===== src/sv/bitmap_set_engine_assert.svh =====
// Assertion macros for the bitmap set engine.
// Used by bitmap_set_engine.sv; expects clk and rst_n in the including scope.
`ifndef BITMAP_SET_ENGINE_ASSERT_SVH
`define BITMAP_SET_ENGINE_ASSERT_SVH

`ifndef SYNTH
// same-cycle implication
`define BSE_ASSERT_IMP(lbl, ante, cons) \
    lbl: assert property (@(posedge clk) disable iff (!rst_n) (ante) |-> (cons)) \
        else $error("bitmap_set_engine: check failed");
// next-cycle implication
`define BSE_ASSERT_NXT(lbl, ante, cons) \
    lbl: assert property (@(posedge clk) disable iff (!rst_n) (ante) |=> (cons)) \
        else $error("bitmap_set_engine: check failed");
`else
`define BSE_ASSERT_IMP(lbl, ante, cons)
`define BSE_ASSERT_NXT(lbl, ante, cons)
`endif

`endif


===== src/sv/bse_pkg.sv =====
// Shared types, constants and word-level helpers for the bitmap set engine.
// No dependencies; used by bse_word_unit and bitmap_set_engine.
`default_nettype none

package bse_pkg;

    localparam int SET_CAPACITY_DEF = 256;
    localparam int ELEM_W           = 8;
    localparam int ELEM_SPAN        = 1 << ELEM_W;
    localparam int KIND_W           = 4;
    localparam int COUNT_W          = 9;
    localparam int WORD_W           = 32;
    localparam int BIT_W            = $clog2(WORD_W);
    localparam int WIDX_W           = ELEM_W - BIT_W;
    localparam int POP_W            = BIT_W + 1;

    // operation codes carried in tuser
    typedef enum logic [KIND_W-1:0] {
        KIND_ASSIGN    = 4'd0,
        KIND_UNITE     = 4'd1,
        KIND_DIFF      = 4'd2,
        KIND_INTERSECT = 4'd3,
        KIND_INCLUDES  = 4'd4,
        KIND_INVERT    = 4'd5,
        KIND_COUNT     = 4'd6,
        KIND_NEXT      = 4'd7,
        KIND_CLEAR     = 4'd8
    } kind_t;

    typedef enum logic [1:0] {
        ST_IDLE,
        ST_SCAN,
        ST_RESULT
    } state_t;

    // per-word request to the word unit
    typedef struct packed {
        kind_t             kind;
        logic [BIT_W-1:0]  bit_sel;   // element bit, or start bit for next member
        logic              first;     // word holds the search start
        logic              inv_full;  // word lies wholly below the universe word
        logic              inv_edge;  // word holds the universe bound
        logic [BIT_W-1:0]  inv_bit;   // universe bit inside its word
    } wu_req_t;

    // per-word response from the word unit
    typedef struct packed {
        logic [WORD_W-1:0] wr_data;
        logic              member;
        logic              hit;
        logic [BIT_W-1:0]  hit_bit;
        logic [POP_W-1:0]  pop;
    } wu_rsp_t;

    // population count of one nibble
    function automatic logic [2:0] nib_pop(input logic [3:0] n);
        logic [2:0] r;
        case (n)
            4'h0: r = 3'd0;
            4'h1, 4'h2, 4'h4, 4'h8: r = 3'd1;
            4'h3, 4'h5, 4'h6, 4'h9, 4'hA, 4'hC: r = 3'd2;
            4'h7, 4'hB, 4'hD, 4'hE: r = 3'd3;
            4'hF: r = 3'd4;
            default: r = 3'd0;
        endcase
        return r;
    endfunction

    // bits 0..b set
    function automatic logic [WORD_W-1:0] low_mask(input logic [BIT_W-1:0] b);
        logic [WORD_W-1:0] m;
        for (int j = 0; j < WORD_W; j++) begin
            m[j] = (BIT_W'(j) <= b);
        end
        return m;
    endfunction

    // bits b..top set
    function automatic logic [WORD_W-1:0] ge_mask(input logic [BIT_W-1:0] b);
        logic [WORD_W-1:0] m;
        for (int j = 0; j < WORD_W; j++) begin
            m[j] = (BIT_W'(j) >= b);
        end
        return m;
    endfunction

endpackage

`default_nettype wire


===== src/sv/bse_ram.sv =====
// Generic simple dual-port RAM: one write port, one registered read port.
// No dependencies.
`default_nettype none

module bse_ram #(
    parameter int DATA_W = 32,
    parameter int DEPTH  = 8,
    parameter int ADDR_W = (DEPTH > 1) ? $clog2(DEPTH) : 1
) (
    input  wire logic              clk,
    input  wire logic              we,
    input  wire logic [ADDR_W-1:0] waddr,
    input  wire logic [DATA_W-1:0] wdata,
    input  wire logic              re,
    input  wire logic [ADDR_W-1:0] raddr,
    output logic      [DATA_W-1:0] rdata
);

    logic [DATA_W-1:0] mem [DEPTH];

    // write port
    always_ff @(posedge clk)
    begin
        if (we)
        begin
            mem[waddr] <= wdata;
        end
    end

    // registered read port
    always_ff @(posedge clk)
    begin
        if (re)
        begin
            rdata <= mem[raddr];
        end
    end

endmodule

`default_nettype wire


===== src/sv/bse_word_unit.sv =====
// Combinational per-word operator: bit set/clear, invert mask, popcount, first-member search.
// Depends on bse_pkg.
`default_nettype none

module bse_word_unit (
    input  wire logic [bse_pkg::WORD_W-1:0] word,
    input  wire bse_pkg::wu_req_t           req,
    output bse_pkg::wu_rsp_t                rsp
);

    logic [bse_pkg::WORD_W-1:0] onehot;
    logic [bse_pkg::WORD_W-1:0] inv_mask;
    logic [bse_pkg::WORD_W-1:0] wr_word;
    logic [bse_pkg::WORD_W-1:0] srch;
    logic [bse_pkg::POP_W-1:0]  pop_sum;
    logic [bse_pkg::BIT_W-1:0]  first_bit;

    assign onehot = bse_pkg::WORD_W'(1) << req.bit_sel;

    // invert keeps only bits up to the universe bound
    always_comb
    begin
        if (req.inv_full)
        begin
            inv_mask = '1;
        end
        else if (req.inv_edge)
        begin
            inv_mask = bse_pkg::low_mask(req.inv_bit);
        end
        else
        begin
            inv_mask = '0;
        end
    end

    // modified word for write-back
    always_comb
    begin
        case (req.kind)
            bse_pkg::KIND_UNITE:     wr_word = word | onehot;
            bse_pkg::KIND_DIFF:      wr_word = word & ~onehot;
            bse_pkg::KIND_INTERSECT: wr_word = word & onehot;
            bse_pkg::KIND_INVERT:    wr_word = ~word & inv_mask;
            default:                 wr_word = word;
        endcase
    end

    // popcount by nibbles
    always_comb
    begin
        pop_sum = '0;
        for (int n = 0; n < bse_pkg::WORD_W / 4; n++)
        begin
            pop_sum = pop_sum + bse_pkg::POP_W'(bse_pkg::nib_pop(word[n*4 +: 4]));
        end
    end

    // lowest set bit at or above the start bit (start applies in the first word only)
    assign srch = req.first ? (word & bse_pkg::ge_mask(req.bit_sel)) : word;

    always_comb
    begin
        first_bit = '0;
        for (int j = bse_pkg::WORD_W - 1; j >= 0; j--)
        begin
            if (srch[j])
            begin
                first_bit = bse_pkg::BIT_W'(j);
            end
        end
    end

    assign rsp.wr_data = wr_word;
    assign rsp.member  = word[req.bit_sel];
    assign rsp.hit     = |srch;
    assign rsp.hit_bit = first_bit;
    assign rsp.pop     = pop_sum;

endmodule

`default_nettype wire


===== src/sv/bitmap_set_engine.sv =====
// Bitmap set engine: one membership bitmap held in a word RAM, one operation per transfer.
// Depends on bse_pkg, bse_ram, bse_word_unit and bitmap_set_engine_assert.svh.
`default_nettype none
`include "bitmap_set_engine_assert.svh"

// The set lives in a RAM of 32-bit words (min(SET_CAPACITY, 256) bits, since element
// numbers are 8 bits), with one valid flop per word so that reset, clear, assign and
// intersect empty the set by clearing those flops rather than writing the RAM. The
// engine works on one operation at a time. Assign, clear and no-op codes go from
// transfer straight to result; unite, difference and intersect do one read-modify-write
// and includes one read. Invert and count stream every word (8 at a capacity of 256)
// through the single RAM read port; next-member streams from the start word and stops
// at the first word with a member.
// A finished result waits in an output register; the next operation is taken
// once that result has moved into it.
module bitmap_set_engine #(
    parameter int SET_CAPACITY = bse_pkg::SET_CAPACITY_DEF
) (
    input  wire logic        clk,
    input  wire logic        rst_n,
    input  wire logic        s_axis_tvalid,
    output logic             s_axis_tready,
    input  wire logic [15:0] s_axis_tdata,   // [7:0] element, [15:8] universe
    input  wire logic [3:0]  s_axis_tuser,   // [3:0] kind
    output logic             m_axis_tvalid,
    input  wire logic        m_axis_tready,
    output logic [23:0]      m_axis_tdata    // [0] is_member, [9:1] member_count,
                                             // [17:10] next_element, [18] found, rest 0
);

    localparam int CAP_BITS  = (SET_CAPACITY < bse_pkg::ELEM_SPAN) ?
                               SET_CAPACITY : bse_pkg::ELEM_SPAN;
    localparam int MEM_WORDS = (CAP_BITS + bse_pkg::WORD_W - 1) / bse_pkg::WORD_W;
    localparam int ADDR_W    = (MEM_WORDS > 1) ? $clog2(MEM_WORDS) : 1;
    localparam int VLD_N     = 1 << ADDR_W;
    localparam int ELEM_W    = bse_pkg::ELEM_W;
    localparam int BIT_W     = bse_pkg::BIT_W;
    localparam int WIDX_W    = bse_pkg::WIDX_W;
    localparam int COUNT_W   = bse_pkg::COUNT_W;

    localparam logic [ELEM_W-1:0]  CAP_TOP   = ELEM_W'(CAP_BITS - 1);
    localparam logic [ELEM_W:0]    CAP_LIM   = (ELEM_W + 1)'(CAP_BITS);
    localparam logic [WIDX_W:0]    WORD_LIM  = (WIDX_W + 1)'(MEM_WORDS);
    localparam logic [ADDR_W-1:0]  LAST_WORD = ADDR_W'(MEM_WORDS - 1);
    localparam logic [COUNT_W-1:0] COUNT_MAX = COUNT_W'(CAP_BITS);

    // ---------------- declarations ----------------
    bse_pkg::state_t state_reg, state_next;

    bse_pkg::kind_t        kind_reg, kind_next;
    logic [ELEM_W-1:0]     elem_reg, elem_next;
    logic [WIDX_W-1:0]     uword_reg, uword_next;
    logic [BIT_W-1:0]      ubit_reg, ubit_next;

    logic [ADDR_W-1:0]     iss_ptr_reg, iss_ptr_next;
    logic [ADDR_W-1:0]     last_ptr_reg, last_ptr_next;
    logic                  iss_left_reg, iss_left_next;
    logic                  pend_reg, pend_next;
    logic [ADDR_W-1:0]     rd_addr_reg, rd_addr_next;
    logic [VLD_N-1:0]      vld_reg, vld_next;

    logic                  acc_member_reg, acc_member_next;
    logic [COUNT_W-1:0]    acc_count_reg, acc_count_next;
    logic [ELEM_W-1:0]     acc_next_reg, acc_next_next;
    logic                  acc_found_reg, acc_found_next;

    logic                  m_valid_reg, m_valid_next;
    logic                  out_member_reg;
    logic [COUNT_W-1:0]    out_count_reg;
    logic [ELEM_W-1:0]     out_next_reg;
    logic                  out_found_reg;

    logic                  in_xfer;
    logic                  scan_act;
    logic                  res_act;
    logic                  res_load;
    logic                  go_scan;
    logic                  scan_done;
    logic                  next_hit;

    bse_pkg::kind_t        in_kind;
    logic [ELEM_W-1:0]     in_elem;
    logic [ELEM_W-1:0]     in_univ;
    logic [ELEM_W-1:0]     in_ueff;
    logic [WIDX_W-1:0]     in_word;
    logic [BIT_W-1:0]      in_bit;
    logic                  in_elem_ok;
    logic                  in_word_ok;

    logic                          ram_we;
    logic [ADDR_W-1:0]             ram_waddr;
    logic [bse_pkg::WORD_W-1:0]    ram_wdata;
    logic                          ram_re;
    logic [ADDR_W-1:0]             ram_raddr;
    logic [bse_pkg::WORD_W-1:0]    ram_rdata;
    logic [bse_pkg::WORD_W-1:0]    rd_word;
    logic [WIDX_W-1:0]             rd_widx;

    bse_pkg::wu_req_t      wu_req;
    bse_pkg::wu_rsp_t      wu_rsp;

    // ---------------- input decode ----------------
    assign in_kind    = bse_pkg::kind_t'(s_axis_tuser);
    assign in_elem    = s_axis_tdata[7:0];
    assign in_univ    = s_axis_tdata[15:8];
    assign in_ueff    = (in_univ > CAP_TOP) ? CAP_TOP : in_univ;
    assign in_word    = in_elem[ELEM_W-1:BIT_W];
    assign in_bit     = in_elem[BIT_W-1:0];
    assign in_elem_ok = ({1'b0, in_elem} < CAP_LIM);
    assign in_word_ok = ({1'b0, in_word} < WORD_LIM);
    assign in_xfer    = s_axis_tvalid & s_axis_tready;

    // ---------------- FSM: next state ----------------
    always_comb
    begin
        state_next = state_reg;
        case (state_reg)
            bse_pkg::ST_IDLE:
            begin
                if (in_xfer)
                begin
                    state_next = go_scan ? bse_pkg::ST_SCAN : bse_pkg::ST_RESULT;
                end
            end
            bse_pkg::ST_SCAN:
            begin
                if (scan_done)
                begin
                    state_next = bse_pkg::ST_RESULT;
                end
            end
            bse_pkg::ST_RESULT:
            begin
                if (res_load)
                begin
                    state_next = bse_pkg::ST_IDLE;
                end
            end
            default: state_next = bse_pkg::ST_IDLE;
        endcase
    end

    // ---------------- FSM: outputs ----------------
    always_comb
    begin
        s_axis_tready = 1'b0;
        scan_act      = 1'b0;
        res_act       = 1'b0;
        case (state_reg)
            bse_pkg::ST_IDLE:   s_axis_tready = 1'b1;
            bse_pkg::ST_SCAN:   scan_act      = 1'b1;
            bse_pkg::ST_RESULT: res_act       = 1'b1;
            default:            s_axis_tready = 1'b0;
        endcase
    end

    assign res_load = res_act & (~m_valid_reg | m_axis_tready);

    // ---------------- bitmap RAM and word unit ----------------
    bse_ram #(
        .DATA_W (bse_pkg::WORD_W),
        .DEPTH  (MEM_WORDS),
        .ADDR_W (ADDR_W)
    ) u_ram (
        .clk   (clk),
        .we    (ram_we),
        .waddr (ram_waddr),
        .wdata (ram_wdata),
        .re    (ram_re),
        .raddr (ram_raddr),
        .rdata (ram_rdata)
    );

    // a word never written since the last emptying reads as zero
    assign rd_word = vld_reg[rd_addr_reg] ? ram_rdata : '0;
    assign rd_widx = WIDX_W'(rd_addr_reg);

    assign wu_req.kind     = kind_reg;
    assign wu_req.bit_sel  = elem_reg[BIT_W-1:0];
    assign wu_req.first    = (rd_widx == elem_reg[ELEM_W-1:BIT_W]);
    assign wu_req.inv_full = (rd_widx < uword_reg);
    assign wu_req.inv_edge = (rd_widx == uword_reg);
    assign wu_req.inv_bit  = ubit_reg;

    bse_word_unit u_word (
        .word (rd_word),
        .req  (wu_req),
        .rsp  (wu_rsp)
    );

    assign next_hit  = pend_reg & (kind_reg == bse_pkg::KIND_NEXT) & wu_rsp.hit;
    assign scan_done = pend_reg & (~iss_left_reg | next_hit);

    // ---------------- datapath control ----------------
    always_comb
    begin
        kind_next       = kind_reg;
        elem_next       = elem_reg;
        uword_next      = uword_reg;
        ubit_next       = ubit_reg;
        iss_ptr_next    = iss_ptr_reg;
        last_ptr_next   = last_ptr_reg;
        iss_left_next   = iss_left_reg;
        pend_next       = 1'b0;
        rd_addr_next    = rd_addr_reg;
        vld_next        = vld_reg;
        acc_member_next = acc_member_reg;
        acc_count_next  = acc_count_reg;
        acc_next_next   = acc_next_reg;
        acc_found_next  = acc_found_reg;
        go_scan         = 1'b0;
        ram_we          = 1'b0;
        ram_waddr       = rd_addr_reg;
        ram_wdata       = wu_rsp.wr_data;
        ram_re          = 1'b0;
        ram_raddr       = iss_ptr_reg;

        // new transfer: latch operands, clear results, start or finish at once
        if (in_xfer)
        begin
            kind_next       = in_kind;
            elem_next       = in_elem;
            uword_next      = in_ueff[ELEM_W-1:BIT_W];
            ubit_next       = in_ueff[BIT_W-1:0];
            acc_member_next = 1'b0;
            acc_count_next  = '0;
            acc_next_next   = '0;
            acc_found_next  = 1'b0;
            iss_ptr_next    = ADDR_W'(in_word);
            last_ptr_next   = ADDR_W'(in_word);
            iss_left_next   = 1'b1;
            case (in_kind)
                bse_pkg::KIND_ASSIGN:
                begin
                    vld_next = '0;
                    if (in_elem_ok)
                    begin
                        ram_we                     = 1'b1;
                        ram_waddr                  = ADDR_W'(in_word);
                        ram_wdata                  = bse_pkg::WORD_W'(1) << in_bit;
                        vld_next[ADDR_W'(in_word)] = 1'b1;
                    end
                end
                bse_pkg::KIND_UNITE, bse_pkg::KIND_DIFF, bse_pkg::KIND_INCLUDES:
                begin
                    go_scan = in_elem_ok;
                end
                bse_pkg::KIND_INTERSECT:
                begin
                    go_scan = in_elem_ok;
                    if (!in_elem_ok)
                    begin
                        vld_next = '0;
                    end
                end
                bse_pkg::KIND_INVERT, bse_pkg::KIND_COUNT:
                begin
                    go_scan       = 1'b1;
                    iss_ptr_next  = '0;
                    last_ptr_next = LAST_WORD;
                end
                bse_pkg::KIND_NEXT:
                begin
                    go_scan       = in_word_ok;
                    last_ptr_next = LAST_WORD;
                end
                bse_pkg::KIND_CLEAR:
                begin
                    vld_next = '0;
                end
                default:
                begin
                    go_scan = 1'b0;
                end
            endcase
        end

        // scan: process the word read last cycle, issue the next read
        if (scan_act)
        begin
            if (pend_reg)
            begin
                case (kind_reg)
                    bse_pkg::KIND_UNITE, bse_pkg::KIND_DIFF, bse_pkg::KIND_INVERT:
                    begin
                        ram_we                = 1'b1;
                        vld_next[rd_addr_reg] = 1'b1;
                    end
                    bse_pkg::KIND_INTERSECT:
                    begin
                        ram_we                = 1'b1;
                        vld_next              = '0;
                        vld_next[rd_addr_reg] = 1'b1;
                    end
                    bse_pkg::KIND_INCLUDES:
                    begin
                        acc_member_next = wu_rsp.member;
                    end
                    bse_pkg::KIND_COUNT:
                    begin
                        acc_count_next = acc_count_reg + COUNT_W'(wu_rsp.pop);
                    end
                    bse_pkg::KIND_NEXT:
                    begin
                        if (wu_rsp.hit)
                        begin
                            acc_found_next = 1'b1;
                            acc_next_next  = ELEM_W'({rd_widx, wu_rsp.hit_bit});
                        end
                    end
                    default:
                    begin
                        ram_we = 1'b0;
                    end
                endcase
            end

            ram_re = iss_left_reg & ~next_hit;
            if (ram_re)
            begin
                iss_ptr_next  = iss_ptr_reg + ADDR_W'(1);
                iss_left_next = (iss_ptr_reg != last_ptr_reg);
                rd_addr_next  = iss_ptr_reg;
            end
            pend_next = ram_re;
        end
    end

    assign m_valid_next = res_load ? 1'b1 : (m_axis_tready ? 1'b0 : m_valid_reg);

    // ---------------- control registers ----------------
    always_ff @(posedge clk or negedge rst_n)
    begin
        if (!rst_n)
        begin
            state_reg      <= bse_pkg::ST_IDLE;
            kind_reg       <= bse_pkg::KIND_CLEAR;
            iss_ptr_reg    <= '0;
            last_ptr_reg   <= '0;
            iss_left_reg   <= 1'b0;
            pend_reg       <= 1'b0;
            rd_addr_reg    <= '0;
            vld_reg        <= '0;
            acc_member_reg <= 1'b0;
            acc_count_reg  <= '0;
            acc_next_reg   <= '0;
            acc_found_reg  <= 1'b0;
            m_valid_reg    <= 1'b0;
        end
        else
        begin
            state_reg      <= state_next;
            kind_reg       <= kind_next;
            iss_ptr_reg    <= iss_ptr_next;
            last_ptr_reg   <= last_ptr_next;
            iss_left_reg   <= iss_left_next;
            pend_reg       <= pend_next;
            rd_addr_reg    <= rd_addr_next;
            vld_reg        <= vld_next;
            acc_member_reg <= acc_member_next;
            acc_count_reg  <= acc_count_next;
            acc_next_reg   <= acc_next_next;
            acc_found_reg  <= acc_found_next;
            m_valid_reg    <= m_valid_next;
        end
    end

    // ---------------- operand and result payload ----------------
    always_ff @(posedge clk)
    begin
        elem_reg  <= elem_next;
        uword_reg <= uword_next;
        ubit_reg  <= ubit_next;
        if (res_load)
        begin
            out_member_reg <= acc_member_reg;
            out_count_reg  <= acc_count_reg;
            out_next_reg   <= acc_next_reg;
            out_found_reg  <= acc_found_reg;
        end
    end

    assign m_axis_tvalid = m_valid_reg;
    assign m_axis_tdata  = {5'b0, out_found_reg, out_next_reg, out_count_reg, out_member_reg};

    // ---------------- assertions ----------------
    `BSE_ASSERT_IMP(a_no_rw_clash, ram_we && ram_re, ram_waddr != ram_raddr)
    `BSE_ASSERT_IMP(a_idle_no_pend, state_reg == bse_pkg::ST_IDLE, !pend_reg)
    `BSE_ASSERT_NXT(a_hold_result, res_act && m_valid_reg && !m_axis_tready, res_act)
    `BSE_ASSERT_IMP(a_count_bound, scan_act, acc_count_reg <= COUNT_MAX)

endmodule

`default_nettype wire


===== config.mk =====
export PLATFORM = sky130hd
export DESIGN_NAME = bitmap_set_engine
export DESIGN_NICKNAME = d
export VERILOG_FILES = /design/src/sv/bse_pkg.sv /design/src/sv/bse_ram.sv /design/src/sv/bse_word_unit.sv /design/src/sv/bitmap_set_engine.sv
export VERILOG_INCLUDE_DIRS = /design/src /design/src/sv
export SDC_FILE = /design/constraint.sdc
export NUM_CORES = 1
export LEC_CHECK = 0
export BUFFER_PORTS_ARGS = -buffer_cell sky130_fd_sc_hd__buf_2
export CORE_MARGIN = 1.5
export CORE_UTILIZATION = 40
export DETAILED_ROUTE_END_ITERATION = 8
export HOLD_SLACK_MARGIN = 0.05
export PLACE_DENSITY = 0.67
export SETUP_SLACK_MARGIN = 0.4
export SYNTH_ARGS = -nofsm -noshare
export SYNTH_HDL_FRONTEND = slang
export SYNTH_SLANG_ARGS = --single-unit

===== constraint.sdc =====
create_clock -name clk -period 23.1 [get_ports clk]
set_input_delay 2.31 -clock clk [delete_from_list [all_inputs] [get_ports clk]]
set_output_delay 2.31 -clock clk [all_outputs]
set_load 0.03 [all_outputs]

==> Word level (Yosys, flattened, before mapping) <==
Memories as Yosys holds them, arrays and structs flattened. A register that Yosys moved wholly into a read port is not among the register bits.
Index checks and enable logic that the tools add are counted.
{ "totals": {"register_bits": 80, "ram_bits": 256, "mem_bits_ro": 384, "inputBits": 24, "elab_cells": 267, "memories": 9} }
{ "classes": {"add_sub_neg": 9, "magnitude_cmp": 71, "eq_ne": 23, "n_shift": 2, "muxes": 100, "bitwise_logic": 19, "n_reduce_logical": 14} }
{ "mem_list": {"columns": ["memory", "depth", "width", "rd", "rd_clocked_by_memory_dff", "write_ports", "line_no", "text"], "rows": [
  ["u_ram.mem", 8, 32, 1, 1, 1, "bse_ram.sv:19", "logic [DATA_W-1:0] mem [DEPTH];"],
  ["(no name shown)", 16, 3, 1, 0, 0, "bse_pkg.sv:58", "case (n)"],
  ["(no name shown)", 16, 3, 1, 0, 0, "bse_pkg.sv:58", null],
  ["(no name shown)", 16, 3, 1, 0, 0, "bse_pkg.sv:58", null],
  ["(no name shown)", 16, 3, 1, 0, 0, "bse_pkg.sv:58", null],
  ["(no name shown)", 16, 3, 1, 0, 0, "bse_pkg.sv:58", null],
  ["3 more memories", null, null, null, null, null, null, null]
]} }
{ "op_table": {"columns": ["operator", "count"], "rows": [
  ["two-way mux 32 bit", 6],
  ["two-way mux 5 bit", 32],
  ["AND 32 bit", 4],
  ["one-hot mux 32 bit (4 select lines)", 1],
  [">= comparator 5 bit, first input constant", 16],
  ["<= comparator 5 bit, first input constant", 16],
  ["two-way mux 8 bit", 8],
  ["NOT 32 bit", 2],
  ["left shift 1 x 5 -> 32 bit, first input constant", 2],
  [">= comparator 4 x 5 -> 1 bit, first input constant", 8],
  ["<= comparator 4 x 5 -> 1 bit, first input constant", 8],
  ["adder 6 x 3 -> 6 bit", 6],
  ["two-way mux 9 bit", 4],
  ["equality test 4 x 3 -> 1 bit, second input constant", 8],
  ["OR 32 bit", 1],
  ["one-hot mux 8 bit (2 select lines)", 2],
  ["OR reduction 32 bit", 1],
  ["two-way mux 1 bit", 30],
  ["two-way mux 3 bit", 7],
  [">= comparator 3 x 5 -> 1 bit, first input constant", 4],
  ["<= comparator 3 x 5 -> 1 bit, first input constant", 4],
  ["equality test 4 x 2 -> 1 bit, second input constant", 4],
  [">= comparator 1 x 5 -> 1 bit, first input constant", 2],
  [">= comparator 2 x 5 -> 1 bit, first input constant", 2],
  ["37 further kinds", 60]
]} }

==> Longest topological paths before layout <==
Gate-level depths: netlist of the first run.
{ "depth": {"word_depth": 41, "depth_mapped": 33, "depth_no_buf": 30} }

==> Hierarchy <==
A second synthesis of the first run with hierarchy kept.
{ "hier_totals": {"hier_cells": 1517, "area_unflattened_um2": 19527.5} }
{ "modules_own_cells": {"columns": ["module", "n_inst", "cells_per_inst", "area_each_um2"], "rows": [
  ["bse_ram", 1, 415, 10786.6],
  ["bitmap_set_engine", 1, 428, 4400.5],
  ["bse_word_unit", 1, 674, 4340.4]
]} }

==> Worst setup path before layout of the first run <==
OpenSTA, ideal clock, no wires.
{ "synth_path": {"kind": "in2reg", "from": "in s_axis_tvalid", "to": "mem u_ram.mem[0][0] (enable)", "setup_ns": 0.511, "arrival_ns": 6.991, "t_required_ns": 22.589, "path_slack_ns": 15.599, "path_stages": 6, "n_path_buf": 2, "path_cell_list": "nand2_1 -> inv_1 -> clkbuf_1 -> nand3_1 -> clkbuf_1 -> o41ai_1"} }
{ "synth_via": {"elab_chain_len": 7, "elab_cells_between_ends": 8, "cone_classes": "7 x mux; 1 x bitwise"} }
{ "synth_rtl": {"columns": ["element", "line_no", "text"], "rows": [
  ["from (decl)", "bitmap_set_engine.sv:21", "input wire logic s_axis_tvalid,"],
  ["AND 1 bit (*)", "bitmap_set_engine.sv:111", "assign in_xfer = s_axis_tvalid & s_axis_tready;"],
  ["net in_xfer", "bitmap_set_engine.sv:73", "logic in_xfer;"],
  ["two-way mux 1 bit", "bitmap_set_engine.sv:219", "if (in_xfer)"],
  ["one-hot mux 1 bit (2 select lines)", "bitmap_set_engine.sv:283", "case (kind_reg)"],
  ["two-way mux 1 bit", "bitmap_set_engine.sv:281", "if (pend_reg)"],
  ["two-way mux 1 bit", "bitmap_set_engine.sv:279", "if (scan_act)"],
  ["two-way mux 1 bit", "bse_ram.sv:24", "if (we)"],
  ["two-way mux 1 bit (implied by the code)", "bse_ram.sv:26", "mem[waddr] <= wdata;"],
  ["to (decl)", "bse_ram.sv:19", null]
]} }
Mark *: on every way through the listed nets, which the timed path passes. The rest lies on a longest branch.

==> Final worst setup path of the first run <==
{ "layout_path": {"from": "reg rd_addr_reg[1]", "to": "reg acc_count_reg[7]"} }
{ "layout_via": {"elab_chain_len": 15, "elab_cells_between_ends": 22, "cone_classes": "8 x add/sub; 6 x mux; 8 x memory"} }
{ "layout_rtl": {"columns": ["element", "line_no", "text"], "rows": [
  ["from (decl)", "bitmap_set_engine.sv:59", "logic [ADDR_W-1:0] rd_addr_reg, rd_addr_next;"],
  ["from (signal assigned)", "bitmap_set_engine.sv:358", "rd_addr_reg <= rd_addr_next;"],
  ["binary-select mux 1 bit (select 3 bit) (*)", "bitmap_set_engine.sv:175", "assign rd_word = vld_reg[rd_addr_reg] ? ram_rdata : '0;"],
  ["two-way mux 1 bit (implied by the code) (*)", "bitmap_set_engine.sv:175", null],
  ["two-way mux 32 bit (*)", "bitmap_set_engine.sv:175", null],
  ["memory read (16 x 3 bit)", null, null],
  ["adder 3 x 3 -> 4 bit", "bse_word_unit.sv:55", "pop_sum = pop_sum + bse_pkg::POP_W'(bse_pkg::nib_pop(word[n*4 +: 4]));"],
  ["adder 6 x 3 -> 6 bit (5 in series)", "bse_word_unit.sv:55", null],
  ["adder 6 x 3 -> 6 bit (*)", "bse_word_unit.sv:55", null],
  ["adder 9 x 6 -> 9 bit (*)", "bitmap_set_engine.sv:301", "acc_count_next = acc_count_reg + COUNT_W'(wu_rsp.pop);"],
  ["two-way mux 9 bit (*)", "bitmap_set_engine.sv:283", null],
  ["two-way mux 9 bit (*)", "bitmap_set_engine.sv:281", null],
  ["two-way mux 9 bit (*)", "bitmap_set_engine.sv:279", null],
  ["net acc_count_next[7]", "bitmap_set_engine.sv:63", "logic [COUNT_W-1:0] acc_count_reg, acc_count_next;"],
  ["to (signal assigned)", "bitmap_set_engine.sv:361", "acc_count_reg <= acc_count_next;"],
  ["to (decl)", "bitmap_set_engine.sv:63", null]
]} }
Mark *: on every way through the listed nets, which the timed path passes. The rest lies on a longest branch. The select of a mux whose other input is x is not followed.
A chain may end at the register's enable or synchronous reset.

==> results.md, run 1 <==
* Number of nets at the end of the flow at 1,614
* Number of buffers on the longest clock path at 3
* Post-cts repair resize count at 0
* Achievable Freq at 0.124 GHz
* CP Max Fanout at 59
* Number of iterations in the first detailed-routing pass at 6
* Largest net degree at the start of global routing at 69
* Mean instance size in the synthesized netlist at 12.7 µm²
* Layout cell share with drive strength beyond 1 at 0.180
* Clock-pin transition on the worst setup and hold timing paths at 0.06 ns
* Area share of xor/xnor cells in the synthesized design at 0.0287
* Total clock sinks at 368
* Most common cell after layout, fill and taps aside: edfxtp_1
* H-Tree Depth at 2
* Count of flip-flops with a built-in enable after synthesis at 323
* Hold_buf cts at 0
* Global-route usage over all layers at 0.218
* Chip width at 222 µm
* Fill cell instance count of the final layout at 4,280
* Worst R2R Start: rd_addr_reg[1]
* Slowest stage cell on the critical path: fa_1
* Most frequent cells in the layout: edfxtp_1 (323), nand2_1 (138), o21ai_0 (115)
* Element type at the critical path end: flip-flop
* Ant diodes at 0
* Post-synthesis cell type count at 85
* Area of the multi-input gates at 7880 µm²
* Data arrival, critical path at 8.54 ns
* Sequential cell area in the final layout at 10,800 µm²
* Clock tree root driver cell: clkbuf_16
* Total core area at 47,600 µm²
* Initial antenna violation count at 2
* Worst-Margin Slew at 1.25 ns
* Registers with the most flip-flops: u_ram.mem: 256 flops, u_ram.rdata: 32 flops
* Die area at 49,500 µm²
* Async S/R FF share, synth at 0.122
* Number of flip-flops in the largest register at 256
* #FFs+latches synth at 368
* Number of vias per cell after detailed routing at 6.04
* Effective utilization at floorplan at 0.404
* Area growth from synthesis to final layout at 10.9%
* Overall via count from detail_route at 13,100
* Startpoint class of the critical path: flip-flop
* Worst reg2reg endpoint: acc_count_reg[7]
* Worst min-delay path class: reg -> reg
* Std cell rows at 80
* RSZ-0062 raised after global routing: no
* Buffers on Ports at 44
* Total wire length at 53,300 µm
* Most common cell type on the critical path: fa_1
* Dominant combinational cell family by area after synthesis: multiplexers
* Required time of the critical path at 23.59 ns
* Final period utilization at 0.349
* Routability Congestion at 0.997
* Simple-gate share of the synthesized area at 0.105
* Worst reg-to-reg setup slack at 15.05 ns
* Later-pin clock latency in the skew report at 0.57 ns
* Fraction of synthesized area in multiplexers at 0.116
* Register ranked first by flip-flop count: u_ram.mem
* Setup Total Neg Slack at 0 ns
* Setup-violating endpoint count in the final report at 0
* Ys flop type: edfxtp_1
* CTS tree: done
* Number of warnings printed during yosys synthesis at 0
* 1st-iter DRT viols at 1,572
* Number of maximum-capacitance constraint violations at 0
* Worst Clk Skew at 0.0282 ns
* Worst slew margin relative to its limit at 0.153
* Share of the synthesized area in compound gates (AO/OA/AOI/OAI) at 0.110
* Drt wl/cell at 24.5 µm
* Final Max Tran Viols at 0
* Via count of the first global-routing pass at 12,800
* Number of design rule violations left after detail routing at 0
* Number of routed nets with antenna violations at 0
* Largest stage delay on the critical path at 0.58 ns
* Critical path origin: rd_addr_reg[1]
* Wire length of the first global-routing pass at 81,000 µm
* Final hold vios at 0
* Count of pins on the block boundary at 50
* Destination of the critical timing path: acc_count_reg[7]
* Adder-cell share of the synthesized area at 0.0435
* Buffer count from post-CTS setup fixing at 0
* Critical Setup Path Class: reg -> reg
* Run status: complete, no violations
* Synth Instances at 1,520
* Final HPWL DP at 35,500 µm
* Share of synthesized area occupied by flip-flops and latches at 0.562
* Overall overflow remaining after global route at 0
* Number of clock buffers inserted by TritonCTS at 38
* Post-layout min period at 8.05 ns
* Cell area after synthesis at 19,300 µm²
* Cell count of the worst reg-to-reg path at 28
* Die Height at 222 µm
==> routing by layer <==
| metal | GRT usage | share of wire |
|---|---|---|
| met1 | 0.295 | 0.41 |
| met2 | 0.350 | 0.47 |
| met3 | 0.0402 | 0.080 |
| met4 | 0.0814 | 0.033 |
| met5 | 0 | 0.00041 |
==> worst min-delay path by stage <==
stage	from	depth (start not counted)	end	slack, ns
final	acc_next_reg[7]	0	out_next_reg[7]	0.45
after global routing	acc_next_reg[2]	0	out_next_reg[2]	0.47
after CTS	acc_next_reg[7]	0	out_next_reg[7]	0.46
after detailed placement	acc_next_reg[7]	0	out_next_reg[7]	0.44
after global placement	acc_found_reg	0	out_found_reg	0.43
after floorplan	acc_next_reg[0]	0	out_next_reg[0]	0.42
==> cells in the mapped netlist, types with 7 or more instances <==
library cell  number  share of area
nand2b_1          19         0.0062
mux2i_1           12         0.0062
a21o_1            15         0.0058
buf_1             13         0.0025
o31ai_1           13         0.0051
buf_4              9         0.0035
clkbuf_1          79          0.015
ha_1              43          0.028
inv_1             50         0.0097
xor2_1            27          0.012
nand3_1           48          0.012
buf_2              9         0.0023
mux2_2            34          0.020
edfxtp_1         323           0.50
o21ai_1           16         0.0042
a31oi_1           13         0.0042
fa_1              15          0.016
mux4_2            74          0.087
nor2b_1           12         0.0039
a21oi_1           63          0.016
nor3_1            19         0.0049
nor3b_1            9         0.0035
nand2_1          138          0.027
nor4_1            13         0.0042
o21ai_0          118          0.031
o22ai_1            8         0.0026
or2_2              7         0.0023
o211ai_1          17         0.0066
dfrtp_1           44          0.057
nor2_1            79          0.015
xnor2_1           36          0.016
nand4_1           19         0.0062
o2111ai_1          9         0.0041
==> cells by family (layout without fill, tap and decap cells) <==
group / after synthesis / in the layout
xor gates and xnor gates: 63 / 63
other: 1 / 5
adders and majority gates: 58 / 58
AOI/OAI and AO/OA: 337 / 337
muxes: 124 / 124
and+or+nand+nor: 406 / 406
DFF: 368 / 368
buffers and inverters: 163 / 197
==> worst max-delay path: cells and delay by family (launching register included) <==
| family | cells | cell delay [ns] |
|---|---|---|
| compound gates | 10 | 1.91 |
| xor+xnor | 1 | 0.16 |
| fa+ha+maj | 8 | 3.58 |
| buf+inv | 5 | 0.83 |
| flops | 1 | 0.54 |
| mux | 1 | 0.07 |
| simple gates | 3 | 0.88 |
==> layout make-up <==
type / count / area share
well taps: 615 / 0.0360
clock inverters: 18 / 0.00797
clock buffers: 48 / 0.0472
repair buffers: 80 / 0.0230
flip-flops and latches: 368 / 0.508
multi-input cells: 993 / 0.369
inverters: 51 / 0.00897
==> per-stage QoR <==
| step | worst slack [ns] | util | std cells | hold WS [ns] | cell area, µm² |
|---|---|---|---|---|---|
| after floorplan | 15.60 | - | 1524 | 0.425 | 19300 |
| after global placement | 15.38 | 0.423 | 2107 | 0.433 | 20200 |
| after detailed placement | 15.09 | 0.423 | 2107 | 0.443 | 20200 |
| after CTS | 15.08 | 0.448 | 2173 | 0.461 | 21300 |
| after global routing | 14.63 | 0.448 | 2173 | 0.471 | 21300 |
| final | 15.05 | 0.448 | 2173 | 0.455 | 21300 |
Power of run 1 is left out: the tool's default activity adds up to more than one toggle a clock period on the data nets, which glitch-free logic cannot reach.
==> inputs of run 2 (changes only) <==
--- a/config.mk
+++ b/config.mk
@@ -11,7 +11,7 @@
 export CORE_UTILIZATION = 40
 export DETAILED_ROUTE_END_ITERATION = 8
 export HOLD_SLACK_MARGIN = 0.05
-export PLACE_DENSITY = 0.67
+export PLACE_DENSITY = 0.69
 export SETUP_SLACK_MARGIN = 0.4
 export SYNTH_ARGS = -nofsm -noshare
 export SYNTH_HDL_FRONTEND = slang
==> constraint.sdc (replaced) <==
create_clock -name clk -period 7.3 [get_ports clk]
set_input_delay 0.73 -clock clk [delete_from_list [all_inputs] [get_ports clk]]
set_output_delay 0.73 -clock clk [all_outputs]
set_load 0.03 [all_outputs]
==> run 2 against run 1 <==
  * The flow now finishes with violations (max-capacitance violations)
  * Sequential share of layout area decreased by 1.1 points
  * Cell count grew 1.3%
  * Design area is 2.2% higher
  * Critical path depth grew 1
  * Die area unchanged
  * Clock-buffer cell count is the same
  * Register-to-register slack got worse by 15 ns
  * Hold slack lost 0.12 ns
  * Global-route usage shrank 0.23 points
==> results.md, run 2 (synthesis results as in run 1) <==
* Register ranked first by flip-flop count: u_ram.mem
* Via count of the first global-routing pass at 13,000 (+1.5%)
* Number of iterations in the first detailed-routing pass at 6 (unchanged)
* CP Max Fanout at 7 (-88%)
* Most frequent cells in the layout: edfxtp_1 (323), nand2_1 (132), o21ai_0 (109)
* Run status: complete, but fails checks
* Routability Congestion at 1.00 (+0.65%)
* Total wire length at 54,100 µm (+1.4%)
* Most common cell type on the critical path: fa_1
* Largest stage delay on the critical path at 0.56 ns (-0.02 ns)
* Final hold vios at 0 (unchanged)
* Hold_buf cts at 0 (unchanged)
* Number of vias per cell after detailed routing at 6.11 (+1.2%)
* Critical Setup Path Class: reg -> reg
* Clock-pin transition on the worst setup and hold timing paths at 0.07 ns (about the same)
* Drt wl/cell at 24.6 µm (+0.11%)
* Global-route usage over all layers at 0.216 (-0.00227)
* Clock tree root driver cell: clkbuf_16
* CTS tree: done
* Area growth from synthesis to final layout at 13.3%
* Worst Clk Skew at 0.0275 ns (-0.000743 ns)
* Count of pins on the block boundary at 50 (unchanged)
* Number of buffers on the longest clock path at 3 (unchanged)
* Overall overflow remaining after global route at 0 (unchanged)
* Sequential cell area in the final layout at 10,800 µm² (about the same)
* Buffers on Ports at 44 (unchanged)
* Die area at 49,500 µm² (unchanged)
* Final design utilization at 0.458 (+0.00985)
* Total core area at 47,600 µm² (unchanged)
* Slowest stage cell on the critical path: fa_1
* Number of clock buffers inserted by TritonCTS at 39 (+2.6%)
* Post-layout min period at 6.81 ns (-1.24 ns)
* Later-pin clock latency in the skew report at 0.58 ns (about the same)
* Number of flip-flops in the largest register at 256 (unchanged)
* Area of the multi-input gates at 8030 µm² (+1.9%)
* RSZ-0062 raised after global routing: yes
* Element type at the critical path end: flip-flop
* Final Max Tran Viols at 0 (unchanged)
* Largest net degree at the start of global routing at 46 (-33%)
* H-Tree Depth at 2 (unchanged)
* Total clock sinks at 368 (unchanged)
* Startpoint class of the critical path: flip-flop
* Number of design rule violations left after detail routing at 0 (unchanged)
* Registers with the most flip-flops: u_ram.mem: 256 flops, u_ram.rdata: 32 flops
* Layout cell share with drive strength beyond 1 at 0.220 (+0.0398)
* Wire length of the first global-routing pass at 80,400 µm (-0.69%)
* Number of maximum-capacitance constraint violations at 1 (+1)
* Initial antenna violation count at 1 (-1)
* Chip width at 222 µm (unchanged)
* 1st-iter DRT viols at 1,529 (-2.7%)
* Setup-violating endpoint count in the final report at 0 (unchanged)
* Worst slew margin relative to its limit at 0.00679 (-0.146)
* Number of routed nets with antenna violations at 0 (unchanged)
* Most common cell after layout, fill and taps aside: edfxtp_1
* Data arrival, critical path at 7.29 ns (-1.25 ns)
* Std cell rows at 80 (unchanged)
* Die Height at 222 µm (unchanged)
* Failing checks: max-capacitance violations
* Final HPWL DP at 36,200 µm (+1.8%)
* Worst min-delay path class: in -> reg
* Required time of the critical path at 7.78 ns (-15.81 ns)
* Achievable Freq at 0.147 GHz (+18%)
* Worst-Margin Slew at 1.47 ns (+0.216 ns)
* Final period utilization at 0.933 (+0.584)
* Fill cell instance count of the final layout at 4,213 (-1.6%)
* Number of nets at the end of the flow at 1,639 (+1.5%)
* Overall via count from detail_route at 13,500 (+2.5%)
* Effective utilization at floorplan at 0.404 (unchanged)
## run 2: worst paths after layout
| path | start | end | slack [ns] | cells after the start |
|---|---|---|---|---|
| min in group asynchronous | rst_n | rd_addr_reg[2] | 0.35 | 1 |
| hold reg to reg | acc_next_reg[5] | out_next_reg[5] | 0.45 | 0 |
| setup reg to reg | rd_addr_reg[2] | acc_count_reg[8] | 0.49 | 29 |
| setup / recovery | rd_addr_reg[2] | acc_count_reg[8] | 0.49 | 29 |
| hold / removal | s_axis_tdata[14] | uword_reg[1] | 0.33 | 1 |
| max in group asynchronous | rst_n | iss_ptr_reg[0] | 6.20 | 1 |
## run 2: per-layer routing
| layer | track usage | vias to the layer above | routed length, µm |
|---|---|---|---|
| met5 | 0 | - | 12 |
| li1 | - | 5858 | - |
| met2 | 0.327 | 708 | 24300 |
| met1 | 0.292 | 6733 | 22300 |
| met3 | 0.0518 | 149 | 4840 |
| met4 | 0.104 | 2 | 2680 |
## run 2: worst max-delay path, delay by kind of cell (launching register included)
family                     cells  cell delay (ns)
xor gates and xnor gates       1             0.15
DFF                            1             0.45
and+or+nand+nor                6             0.57
buffers and inverters          5             0.40
AOI/OAI and AO/OA              9             1.78
adders and majority gates      8             3.35
## run 2: stage by stage
stage | hold slack (ns) | setup TNS (ns) | instances | cell area, µm² | setup WS (ns)
6_report | 0.334 | 0 | 2201 | 21800 | 0.490
3_5_place_dp | 0.439 | -0.000737 | 2110 | 20200 | -0.000737
4_1_cts | 0.311 | 0 | 2187 | 21600 | 0.400
2_1_floorplan | 0.425 | 0 | 1524 | 19300 | 0.426
3_3_place_gp | 0.435 | 0 | 2110 | 20200 | 0.268
5_1_grt | 0.318 | 0 | 2200 | 21800 | 0.225
## run 2: cell type report
class | count | area share
sequential | 368 | 0.497
multi-input combinational | 993 | 0.368
clock buffer | 48 | 0.0463
tap | 615 | 0.0353
timing repair buffer | 104 | 0.0336
clock inverter | 21 | 0.0110
inverter | 51 | 0.00878
antenna | 1 | 0.000115
## run 2: what timing repair did
action | CTS | global route
setup endpoints to repair | 4 | 4
buffers inserted | 8 | 12
gates cloned | 0 | 1
gates resized for setup | 18 | 34
pin swaps | 13 | 33
Power of run 2 is left out for the same reason.
